File: config.mk
export PLATFORM = sky130hd
export DESIGN_NAME = steering_rudder_positioner_top_flat
export DESIGN_NICKNAME = d
export VERILOG_FILES = /design/src/sv/srp_pkg.sv /design/src/sv/srp_if.sv /design/src/sv/srp_step.sv /design/src/sv/steering_rudder_positioner_top.sv /design/src/flat_wrapper.sv
export VERILOG_INCLUDE_DIRS = /design/src /design/src/sv
export SDC_FILE = /design/constraint.sdc
export NUM_CORES = 1
export LEC_CHECK = 0
export ABC_AREA = 1
export BUFFER_PORTS_ARGS = -buffer_cell sky130_fd_sc_hd__buf_2
export CORE_AREA = 2 2 193 148
export CTS_CLUSTER_SIZE = 28
export DETAILED_ROUTE_END_ITERATION = 16
export DIE_AREA = 0 0 195 150
export GPL_TIMING_DRIVEN = 0
export SKIP_CTS_REPAIR_TIMING = 1
export SLEW_MARGIN = 20
export SYNTH_ARGS = -nofsm -noshare
export SYNTH_HDL_FRONTEND = slang
export SYNTH_HIERARCHICAL = 1
export SYNTH_SLANG_ARGS = --single-unit
File: constraint.sdc
create_clock -name clk_i -period 5.7 [get_ports clk_i]
set_input_delay 0.57 -clock clk_i [delete_from_list [all_inputs] [get_ports clk_i]]
set_output_delay 0.57 -clock clk_i [all_outputs]
set_load 0.005 [all_outputs]
File: src/sv/steering_rudder_positioner_top_defines.svh
// assertion macros for the steering rudder positioner
// used by the top level; expects clk_i and rst_ni in scope
`ifndef STEERING_RUDDER_POSITIONER_TOP_DEFINES_SVH
`define STEERING_RUDDER_POSITIONER_TOP_DEFINES_SVH

// clocked check, off while reset is asserted
`define SRP_ASSERT(label, prop, msg) \
  label: assert property (@(posedge clk_i) disable iff (!rst_ni) prop) else $error(msg);

// clocked check that also holds during reset
`define SRP_ASSERT_ALWAYS(label, prop, msg) \
  label: assert property (@(posedge clk_i) prop) else $error(msg);

`endif

File: src/sv/srp_pkg.sv
// shared types and constants of the steering rudder positioner
// no dependencies; used by the step logic and the top level
package srp_pkg;

  // position codes, as recorded and as commanded
  localparam logic [1:0] POS_STRAIGHT = 2'd0;
  localparam logic [1:0] POS_LEFT     = 2'd1;
  localparam logic [1:0] POS_RIGHT    = 2'd2;

  // decoded feedback wires {brown, green}
  localparam logic [1:0] SENSE_STRAIGHT = 2'd0;
  localparam logic [1:0] SENSE_END      = 2'd3;

  // motor direction codes
  localparam logic [1:0] DIR_STOP = 2'd0;
  localparam logic [1:0] DIR_CW   = 2'd1;
  localparam logic [1:0] DIR_CCW  = 2'd2;

  // input word kinds
  localparam logic OP_TICK = 1'b0;
  localparam logic OP_CMD  = 1'b1;

  // register indexes on the config port
  localparam logic [1:0] REG_RETURN_SPEED  = 2'd0;
  localparam logic [1:0] REG_TURN_SPEED    = 2'd1;
  localparam logic [1:0] REG_TIMEOUT_TICKS = 2'd2;
  localparam logic [1:0] REG_OVERRUN_TICKS = 2'd3;

  localparam int unsigned PADDR_W = 4;
  localparam int unsigned PDATA_W = 32;

  // register reset values
  localparam logic [7:0]  RETURN_SPEED_RST  = 8'd100;
  localparam logic [7:0]  TURN_SPEED_RST    = 8'd255;
  localparam logic [15:0] TIMEOUT_TICKS_RST = 16'd2000;
  localparam logic [7:0]  OVERRUN_TICKS_RST = 8'd20;

  localparam int unsigned ELAPSED_W = 17;

  typedef enum logic [1:0] {
    PH_IDLE,
    PH_RETURN,
    PH_FAST,
    PH_OVERRUN
  } phase_e;

  typedef struct packed {
    logic [7:0]  return_speed;
    logic [7:0]  turn_speed;
    logic [15:0] timeout_ticks;
    logic [7:0]  overrun_ticks;
  } cfg_t;

  typedef struct packed {
    logic [1:0]           recorded_position;
    phase_e               move_phase;
    logic [1:0]           goal_position;
    logic [ELAPSED_W-1:0] phase_elapsed;
    logic [7:0]           overrun_count;
  } state_t;

  typedef struct packed {
    logic       operation;
    logic [1:0] target;
    logic       brown_wire;
    logic       green_wire;
  } item_t;

  typedef struct packed {
    logic [1:0] motor_direction;
    logic [7:0] motor_speed;
    logic [1:0] rudder_position;
    logic [1:0] sensed_position;
    logic       busy_res;
    logic       done_res;
    logic       timeout_error;
  } result_t;

endpackage

File: src/sv/srp_if.sv
// valid/ready channels of the steering rudder positioner: input and result words
// depends on nothing; the field widths match the srp_pkg types
interface srp_item_if;
  logic       valid;
  logic       ready;
  logic       operation;
  logic [1:0] target;
  logic       brown_wire;
  logic       green_wire;

  modport source (output valid, operation, target, brown_wire, green_wire, input ready);
  modport sink (input valid, operation, target, brown_wire, green_wire, output ready);
endinterface

interface srp_result_if;
  logic       valid;
  logic       ready;
  logic [1:0] motor_direction;
  logic [7:0] motor_speed;
  logic [1:0] rudder_position;
  logic [1:0] sensed_position;
  logic       busy_res;
  logic       done_res;
  logic       timeout_error;

  modport source (
    output valid, motor_direction, motor_speed, rudder_position, sensed_position,
           busy_res, done_res, timeout_error,
    input  ready
  );
  modport sink (
    input  valid, motor_direction, motor_speed, rudder_position, sensed_position,
           busy_res, done_res, timeout_error,
    output ready
  );
endinterface

File: src/sv/srp_step.sv
// next-state and result logic for one word of the rudder positioner
// depends on srp_pkg; purely combinational, state is held by the top level
module srp_step (
  input  srp_pkg::cfg_t   cfg_i,
  input  srp_pkg::state_t state_i,
  input  srp_pkg::item_t  item_i,
  output srp_pkg::state_t state_o,
  output srp_pkg::result_t result_o
);

  logic [1:0]                    sensed;
  logic [srp_pkg::ELAPSED_W-1:0] elapsed_inc;
  logic                          timed_out;
  logic [7:0]                    overrun_inc;
  logic                          done;
  logic                          err;
  srp_pkg::state_t               nxt;

  // wire decode and the shared counters
  assign sensed      = {item_i.brown_wire, item_i.green_wire};
  assign elapsed_inc = (&state_i.phase_elapsed) ? state_i.phase_elapsed
                                                 : state_i.phase_elapsed + 1'b1;
  assign timed_out   = elapsed_inc > {1'b0, cfg_i.timeout_ticks};
  assign overrun_inc = state_i.overrun_count + 8'd1;

  // phase sequencing
  always_comb begin
    nxt  = state_i;
    done = 1'b0;
    err  = 1'b0;
    if (item_i.operation == srp_pkg::OP_CMD) begin
      // target code 3 is not a position and is dropped
      if (state_i.move_phase == srp_pkg::PH_IDLE && item_i.target <= srp_pkg::POS_RIGHT) begin
        if (item_i.target == state_i.recorded_position) begin
          done = 1'b1;
        end else begin
          nxt.goal_position = item_i.target;
          nxt.phase_elapsed = '0;
          nxt.overrun_count = '0;
          nxt.move_phase    = (state_i.recorded_position == srp_pkg::POS_STRAIGHT)
                              ? srp_pkg::PH_FAST : srp_pkg::PH_RETURN;
        end
      end
    end else begin
      unique case (state_i.move_phase)
        srp_pkg::PH_RETURN: begin
          if (sensed == srp_pkg::SENSE_STRAIGHT) begin
            nxt.recorded_position = srp_pkg::POS_STRAIGHT;
            if (state_i.goal_position == srp_pkg::POS_STRAIGHT) begin
              nxt.move_phase = srp_pkg::PH_IDLE;
              done           = 1'b1;
            end else begin
              nxt.move_phase    = srp_pkg::PH_FAST;
              nxt.phase_elapsed = '0;
            end
          end else begin
            nxt.phase_elapsed = elapsed_inc;
            if (timed_out) begin
              nxt.move_phase = srp_pkg::PH_IDLE;
              err            = 1'b1;
            end
          end
        end
        srp_pkg::PH_FAST: begin
          if (sensed == srp_pkg::SENSE_END) begin
            nxt.overrun_count = '0;
            if (cfg_i.overrun_ticks == 8'd0) begin
              nxt.move_phase        = srp_pkg::PH_IDLE;
              nxt.recorded_position = state_i.goal_position;
              done                  = 1'b1;
            end else begin
              nxt.move_phase = srp_pkg::PH_OVERRUN;
            end
          end else begin
            nxt.phase_elapsed = elapsed_inc;
            if (timed_out) begin
              nxt.move_phase = srp_pkg::PH_IDLE;
              err            = 1'b1;
            end
          end
        end
        srp_pkg::PH_OVERRUN: begin
          nxt.overrun_count = overrun_inc;
          if (overrun_inc >= cfg_i.overrun_ticks) begin
            nxt.move_phase        = srp_pkg::PH_IDLE;
            nxt.recorded_position = state_i.goal_position;
            done                  = 1'b1;
          end
        end
        default: begin
          // idle tick: only the wires are decoded
        end
      endcase
    end
  end

  // motor drive from the state after this word
  always_comb begin
    result_o = '0;
    unique case (nxt.move_phase)
      srp_pkg::PH_RETURN: begin
        result_o.motor_direction = (nxt.recorded_position == srp_pkg::POS_LEFT)
                                   ? srp_pkg::DIR_CCW : srp_pkg::DIR_CW;
        result_o.motor_speed     = cfg_i.return_speed;
      end
      srp_pkg::PH_FAST, srp_pkg::PH_OVERRUN: begin
        result_o.motor_direction = (nxt.goal_position == srp_pkg::POS_LEFT)
                                   ? srp_pkg::DIR_CW : srp_pkg::DIR_CCW;
        result_o.motor_speed     = cfg_i.turn_speed;
      end
      default: begin
        result_o.motor_direction = srp_pkg::DIR_STOP;
        result_o.motor_speed     = 8'd0;
      end
    endcase
    result_o.rudder_position = nxt.recorded_position;
    result_o.sensed_position = sensed;
    result_o.busy_res        = (nxt.move_phase != srp_pkg::PH_IDLE);
    result_o.done_res        = done;
    result_o.timeout_error   = err;
  end

  assign state_o = nxt;

endmodule

File: src/sv/steering_rudder_positioner_top.sv
// Steering rudder positioner. Takes one word per clock cycle while the result
// register is free: a 1 ms tick with the two feedback wire levels, or a move
// command. Each word yields one result word (input register, then result
// register), and the next word can enter in the very next cycle; the input stage
// moves whenever the result register is empty or being read in that cycle.
// Registers on the APB port: 0x0 slow speed, 0x4 fast speed, 0x8 timeout
// ticks, 0xC overrun ticks; write them only while no word is in flight.
// Depends on srp_pkg, srp_if.sv, srp_step and the defines header.
`include "steering_rudder_positioner_top_defines.svh"

module steering_rudder_positioner_top (
  input  logic                           clk_i,
  input  logic                           rst_ni,
  srp_item_if.sink                       item_i,
  srp_result_if.source                   result_o,
  input  logic                           psel,
  input  logic                           penable,
  input  logic                           pwrite,
  input  logic [srp_pkg::PADDR_W-1:0]    paddr,
  input  logic [srp_pkg::PDATA_W-1:0]    pwdata,
  output logic [srp_pkg::PDATA_W-1:0]    prdata,
  output logic                           pready
);

  srp_pkg::cfg_t    cfg_q;
  srp_pkg::state_t  state_q, state_d;
  srp_pkg::item_t   item_q;
  srp_pkg::result_t result_q, result_d;
  logic             in_valid_q;
  logic             out_valid_q;
  logic             out_load;
  logic             in_move;
  logic             cfg_write;
  logic [1:0]       reg_idx;
  logic             res_both_pulses;
  logic             res_idle;
  logic             res_motor_off;
  logic             state_idle;

  // config port
  assign pready    = 1'b1;
  assign reg_idx   = paddr[3:2];
  assign cfg_write = psel & penable & pwrite & pready;

  always_ff @(posedge clk_i or negedge rst_ni) begin
    if (!rst_ni) begin
      cfg_q.return_speed  <= srp_pkg::RETURN_SPEED_RST;
      cfg_q.turn_speed    <= srp_pkg::TURN_SPEED_RST;
      cfg_q.timeout_ticks <= srp_pkg::TIMEOUT_TICKS_RST;
      cfg_q.overrun_ticks <= srp_pkg::OVERRUN_TICKS_RST;
    end else if (cfg_write) begin
      unique case (reg_idx)
        srp_pkg::REG_RETURN_SPEED:  cfg_q.return_speed  <= pwdata[7:0];
        srp_pkg::REG_TURN_SPEED:    cfg_q.turn_speed    <= pwdata[7:0];
        srp_pkg::REG_TIMEOUT_TICKS: cfg_q.timeout_ticks <= pwdata[15:0];
        srp_pkg::REG_OVERRUN_TICKS: cfg_q.overrun_ticks <= pwdata[7:0];
        default: ;
      endcase
    end
  end

  // register readback
  always_comb begin
    unique case (reg_idx)
      srp_pkg::REG_RETURN_SPEED:  prdata = {24'd0, cfg_q.return_speed};
      srp_pkg::REG_TURN_SPEED:    prdata = {24'd0, cfg_q.turn_speed};
      srp_pkg::REG_TIMEOUT_TICKS: prdata = {16'd0, cfg_q.timeout_ticks};
      srp_pkg::REG_OVERRUN_TICKS: prdata = {24'd0, cfg_q.overrun_ticks};
      default:                    prdata = '0;
    endcase
  end

  // pipeline flow: the result register loads when empty or being drained
  assign out_load     = !out_valid_q || result_o.ready;
  assign in_move      = in_valid_q && out_load;
  assign item_i.ready = !in_valid_q || out_load;

  // input register
  always_ff @(posedge clk_i or negedge rst_ni) begin
    if (!rst_ni) begin
      in_valid_q <= 1'b0;
    end else if (item_i.ready) begin
      in_valid_q <= item_i.valid;
    end
  end

  always_ff @(posedge clk_i) begin
    if (item_i.valid && item_i.ready) begin
      item_q.operation  <= item_i.operation;
      item_q.target     <= item_i.target;
      item_q.brown_wire <= item_i.brown_wire;
      item_q.green_wire <= item_i.green_wire;
    end
  end

  // one step of the positioner per word
  srp_step u_step (
    .cfg_i    (cfg_q),
    .state_i  (state_q),
    .item_i   (item_q),
    .state_o  (state_d),
    .result_o (result_d)
  );

  // positioner state, updated as a word leaves the input register
  always_ff @(posedge clk_i or negedge rst_ni) begin
    if (!rst_ni) begin
      state_q.recorded_position <= srp_pkg::POS_STRAIGHT;
      state_q.move_phase        <= srp_pkg::PH_IDLE;
      state_q.goal_position     <= srp_pkg::POS_STRAIGHT;
      state_q.phase_elapsed     <= '0;
      state_q.overrun_count     <= '0;
    end else if (in_move) begin
      state_q <= state_d;
    end
  end

  // result register
  always_ff @(posedge clk_i or negedge rst_ni) begin
    if (!rst_ni) begin
      out_valid_q <= 1'b0;
    end else if (out_load) begin
      out_valid_q <= in_valid_q;
    end
  end

  always_ff @(posedge clk_i) begin
    if (in_move) begin
      result_q <= result_d;
    end
  end

  assign result_o.valid           = out_valid_q;
  assign result_o.motor_direction = result_q.motor_direction;
  assign result_o.motor_speed     = result_q.motor_speed;
  assign result_o.rudder_position = result_q.rudder_position;
  assign result_o.sensed_position = result_q.sensed_position;
  assign result_o.busy_res        = result_q.busy_res;
  assign result_o.done_res        = result_q.done_res;
  assign result_o.timeout_error   = result_q.timeout_error;

  // terms used by the checks
  assign res_both_pulses = result_q.done_res && result_q.timeout_error;
  assign res_idle        = out_valid_q && !result_q.busy_res;
  assign res_motor_off   = (result_q.motor_direction == srp_pkg::DIR_STOP)
                           && (result_q.motor_speed == 8'd0);
  assign state_idle      = (state_q.move_phase == srp_pkg::PH_IDLE);

  // checks
  `SRP_ASSERT(a_done_err_excl, out_valid_q |-> !res_both_pulses, "done and timeout in one word")
  `SRP_ASSERT(a_idle_stopped, res_idle |-> res_motor_off, "motor driven while idle")
  `SRP_ASSERT(a_step_lands, in_move |=> out_valid_q, "stepped word lost before result register")
  `SRP_ASSERT_ALWAYS(a_phase_idle_reset, !rst_ni |-> state_idle, "phase not idle in reset")

endmodule
File: src/flat_wrapper.sv
// flat-port wrapper written by rule: the top's interface ports become plain ports
module steering_rudder_positioner_top_flat 
  (clk_i, rst_ni, psel, penable, pwrite, paddr, pwdata, prdata, pready, item_i_valid, item_i_operation, item_i_target, item_i_brown_wire, item_i_green_wire, item_i_ready, result_o_valid, result_o_motor_direction, result_o_motor_speed, result_o_rudder_position, result_o_sensed_position, result_o_busy_res, result_o_done_res, result_o_timeout_error, result_o_ready);
  srp_item_if item_i_i ();
  srp_result_if result_o_i ();
  input  logic clk_i;
  input  logic rst_ni;
  input  logic psel;
  input  logic penable;
  input  logic pwrite;
  input  logic [srp_pkg::PADDR_W-1:0] paddr;
  input  logic [srp_pkg::PDATA_W-1:0] pwdata;
  output logic [srp_pkg::PDATA_W-1:0] prdata;
  output logic pready;
  input wire logic [$bits(item_i_i.valid)-1:0] item_i_valid;
  input wire logic [$bits(item_i_i.operation)-1:0] item_i_operation;
  input wire logic [$bits(item_i_i.target)-1:0] item_i_target;
  input wire logic [$bits(item_i_i.brown_wire)-1:0] item_i_brown_wire;
  input wire logic [$bits(item_i_i.green_wire)-1:0] item_i_green_wire;
  output wire logic [$bits(item_i_i.ready)-1:0] item_i_ready;
  output wire logic [$bits(result_o_i.valid)-1:0] result_o_valid;
  output wire logic [$bits(result_o_i.motor_direction)-1:0] result_o_motor_direction;
  output wire logic [$bits(result_o_i.motor_speed)-1:0] result_o_motor_speed;
  output wire logic [$bits(result_o_i.rudder_position)-1:0] result_o_rudder_position;
  output wire logic [$bits(result_o_i.sensed_position)-1:0] result_o_sensed_position;
  output wire logic [$bits(result_o_i.busy_res)-1:0] result_o_busy_res;
  output wire logic [$bits(result_o_i.done_res)-1:0] result_o_done_res;
  output wire logic [$bits(result_o_i.timeout_error)-1:0] result_o_timeout_error;
  input wire logic [$bits(result_o_i.ready)-1:0] result_o_ready;
  assign item_i_i.valid = item_i_valid;
  assign item_i_i.operation = item_i_operation;
  assign item_i_i.target = item_i_target;
  assign item_i_i.brown_wire = item_i_brown_wire;
  assign item_i_i.green_wire = item_i_green_wire;
  assign item_i_ready = item_i_i.ready;
  assign result_o_valid = result_o_i.valid;
  assign result_o_motor_direction = result_o_i.motor_direction;
  assign result_o_motor_speed = result_o_i.motor_speed;
  assign result_o_rudder_position = result_o_i.rudder_position;
  assign result_o_sensed_position = result_o_i.sensed_position;
  assign result_o_busy_res = result_o_i.busy_res;
  assign result_o_done_res = result_o_i.done_res;
  assign result_o_timeout_error = result_o_i.timeout_error;
  assign result_o_i.ready = result_o_ready;
  steering_rudder_positioner_top u_core (.clk_i(clk_i), .rst_ni(rst_ni), .item_i(item_i_i), .result_o(result_o_i), .psel(psel), .penable(penable), .pwrite(pwrite), .paddr(paddr), .pwdata(pwdata), .prdata(prdata), .pready(pready));
endmodule
==> results.yml <==
status:
  status: "finished clean"
setup_path:
  startpoint_type: "register"
  crit_path_max_incr_delay_ns: 0.65
  cp.depth: 17
  r2r_cells: 17
  timing.reg2reg.setup_slack_ns: 2.01
  cp-end-kind: "register"
  cp_top_family: "simple AND/OR/NAND/NOR gates"
  startpoint: "u_core/state_q[10]$_DFFE_PN0P_"
  cp.required_ns: 5.78
  critPathKind: "reg -> reg"
  endpoint: "u_core/result_o.busy_res$_DFFE_PP_"
  worstPathCellList: "nand3_1 > nor4_1 > xor2_1 > nand2_1 > ha_1 > nand2_1 > inv_1 > nand3_1 > nor2_1 > nand3_1 > nand2_1 > nand2_1 > nand2_1 > nand3_2 > a21oi_2 > buf_4 > nand3_1"
  r2r_start: "u_core/state_q[10]$_DFFE_PN0P_"
  cp.arrival_ns: 3.78
  cpMostUsedCell: "nand2_1"
  crit_slowest_cell: "nor4_1"
  rr_endpoint: "u_core/result_o.busy_res$_DFFE_PP_"
  cp_num_buf_inv: 2
  worstPathMaxFanout: 10
timing:
  drv_slew: 0
  fin_crit_ns: 3.69
  fin_tns_setup_ns: 0
  min_period_over_period: 0.648
  finClkSkew_ns: 0.0117
  fmax_ghz: 0.271
  worst_pin_slew_ns: 0.784
  hold_viol: 0
  rsz0062_at_grt: "no"
  relSlewSlack: 0.475
  setup_violations: 0
cts:
  cts.sinks: 95
  h-tree-depth: 3
  cts_buffer_depth: 2
  cts_root_buf: "clkbuf_16"
  path_clk_slew_ns: 0.08
  cts_tree: "built"
  cts_buffers: 9
  clk_latency_ns: 0.37
yosys:
  netlist-cell-type-count: 45
  synth_cells: 966
  async_flop_share: 0.768
  synth_area_um2: 6770
  synth_top_cell_by_area: "nand2_1"
  synth-seq-area-share: 0.371
  synth_edf_count: 22
  avgSynthCellArea_um2: 7.00
  ys_ff_latch: 95
  synth_top_flop_cell: "dfrtp_1"
  ys_warn_count: 6
  yosysTopAreaCellShare: 0.208
  synthTopCellsByArea: "nand2_1 21%, dfrtp_1 20%, edfxtp_1 9.8%, dfstp_2 7.4%, ha_1 5.5%"
global_route:
  grt_pass1_wl_um: 33500
  first_global_vias: 6034
  antenna_found_initial: 0
  grt_max_degree: 48
  grt-ovfl-total: 0
  grtUsageTotal: 0.147
layout:
  final_cell_area_um2: 7950
  n_antenna_cell: 0
  final_cell_mix: "375 x nand2_1, 100 x inv_1, 72 x buf_2"
  drive_gt1_frac: 0.168
  final_net_count: 1135
  synthToLayoutAreaGrowth_pct: 17.5
  layout_commonest_cell: "nand2_1"
route:
  wl_um: 21000
  via_per_inst: 4.67
  dr.pass1.iters: 7
  drtIter0Drc: 581
  drcViolationCount: 0
  vias: 6621
  route.antenna.remaining_nets: 0
  post_drt_wl_per_cell_um: 14.8
floorplanning:
  core_area_um2: 27500
  dieArea_um2: 29300
  die_w_um: 195
  boundaryPins: 100
  die_height_um: 150
  rows: 53
  start_util: 0.246
place:
  placedInstanceArea_um2: 7620
  port_buffers: 64
  place.gp.congestion: 0.880
  dpl.hpwl_um: 16000
power_and_ir_drop:
  p_per_area_nw_per_um2: 394
  p_leak_nw: 3.94
  vdd.ir_drop.worst_mv: 0.178
run:
  drv_cap: 0
hold_path:
  hold_class: "in -> async"
==> per-stage QoR <==
step	setup slack [ns]	std cells	hold WS [ns]	util	power, mW
after detailed placement	2.08	1403	0.463	0.278	2.42
after CTS	2.06	1419	0.135	0.290	3.14
final	2.01	1419	0.132	0.290	3.13
after floorplan	2.73	981	0.274	-	1.98
after global routing	1.77	1419	0.153	0.290	3.39
after global placement	2.08	1402	0.461	0.276	2.41
==> cells in the mapped netlist, types with 19 or more instances <==
master,n
buf_4,24
nand2_1,375
inv_1,100
dfrtp_1,54
ha_1,30
dfstp_2,19
o21ai_0,43
nor2_1,49
edfxtp_1,22
a21oi_1,42
nand3_1,68
==> where the power goes <==
part	leakage [nW]	switching (mW)	total, mW	internal (mW)
sequential	1.12	0.168	1.05	0.882
combinational	2.66	0.917	1.39	0.468
clock	0.163	0.293	0.694	0.400
==> per-layer routing <==
metal | vias up | wire length [um] | global-route usage
li1 | 3244 | - | -
met1 | 3128 | 10800 | 0.223
met2 | 226 | 8420 | 0.208
met3 | 23 | 1370 | 0.0295
met4 | 0 | 316 | 0.0412
met5 | - | 0 | 0
==> worst register-to-register path: stages, from the launching register on <==
cell     delay, ns
dfrtp_1       0.47
nand3_1       0.23
nor4_1        0.65
xor2_1        0.24
nand2_1       0.12
ha_1          0.29
nand2_1       0.04
inv_1         0.08
nand3_1       0.09
nor2_1        0.17
nand3_1       0.10
nand2_1       0.07
nand2_1       0.11
nand2_1       0.11
nand3_2       0.10
a21oi_2       0.17
buf_4         0.23
nand3_1       0.15
==> layout make-up <==
type / count / area (um^2)
flip-flops and latches: 95 / 2510
inverters: 108 / 408
repair buffers: 65 / 350
plain buffers: 51 / 330
clock buffers: 10 / 239
fillers: 3033 / 19500
clock inverters: 6 / 91.3
well taps: 357 / 447
multi-input cells: 727 / 3570
==> registers in the layout, indices dropped and copies added, names as in the netlist, 2 cells and up <==
register,count
u_core/cfg_q,40
u_core/state_q,31
u_core/result_o.motor_speed,8
u_core/result_o.motor_direction,2
u_core/item_q,5
u_core/result_o.rudder_position,2
u_core/result_o.sensed_position,2
==> worst min path at each step <==
stage               slack, ns  cells past startpoint                    startpoint                           end
floorplan                0.27                      0                        rst_ni   u_core/cfg_q[0]$_DFFE_PN0P_
global placement         0.46                      2   u_core/cfg_q[4]$_DFFE_PN1P_   u_core/cfg_q[4]$_DFFE_PN1P_
detailed placement       0.46                      2  u_core/cfg_q[30]$_DFFE_PN1P_  u_core/cfg_q[30]$_DFFE_PN1P_
CTS                      0.13                      1                        rst_ni   u_core/cfg_q[8]$_DFFE_PN0P_
global route             0.15                      1                        rst_ni   u_core/cfg_q[8]$_DFFE_PN0P_
finish                   0.13                      1                        rst_ni   u_core/cfg_q[8]$_DFFE_PN0P_
==> cell families (layout without fill, tap and decap cells) <==
group / count (synthesis) / count (layout) / share of synthesized area
DFF: 95 / 95 / 0.371
and+or+nand+nor: 544 / 544 / 0.343
adders and majority gates: 30 / 30 / 0.0555
buffers and inverters: 159 / 240 / 0.109
xor gates and xnor gates: 15 / 15 / 0.0194
AOI/OAI and AO/OA: 121 / 121 / 0.101
other: 2 / 17 / 0.00111
No activity file was read; power rests on OpenSTA's default activity.
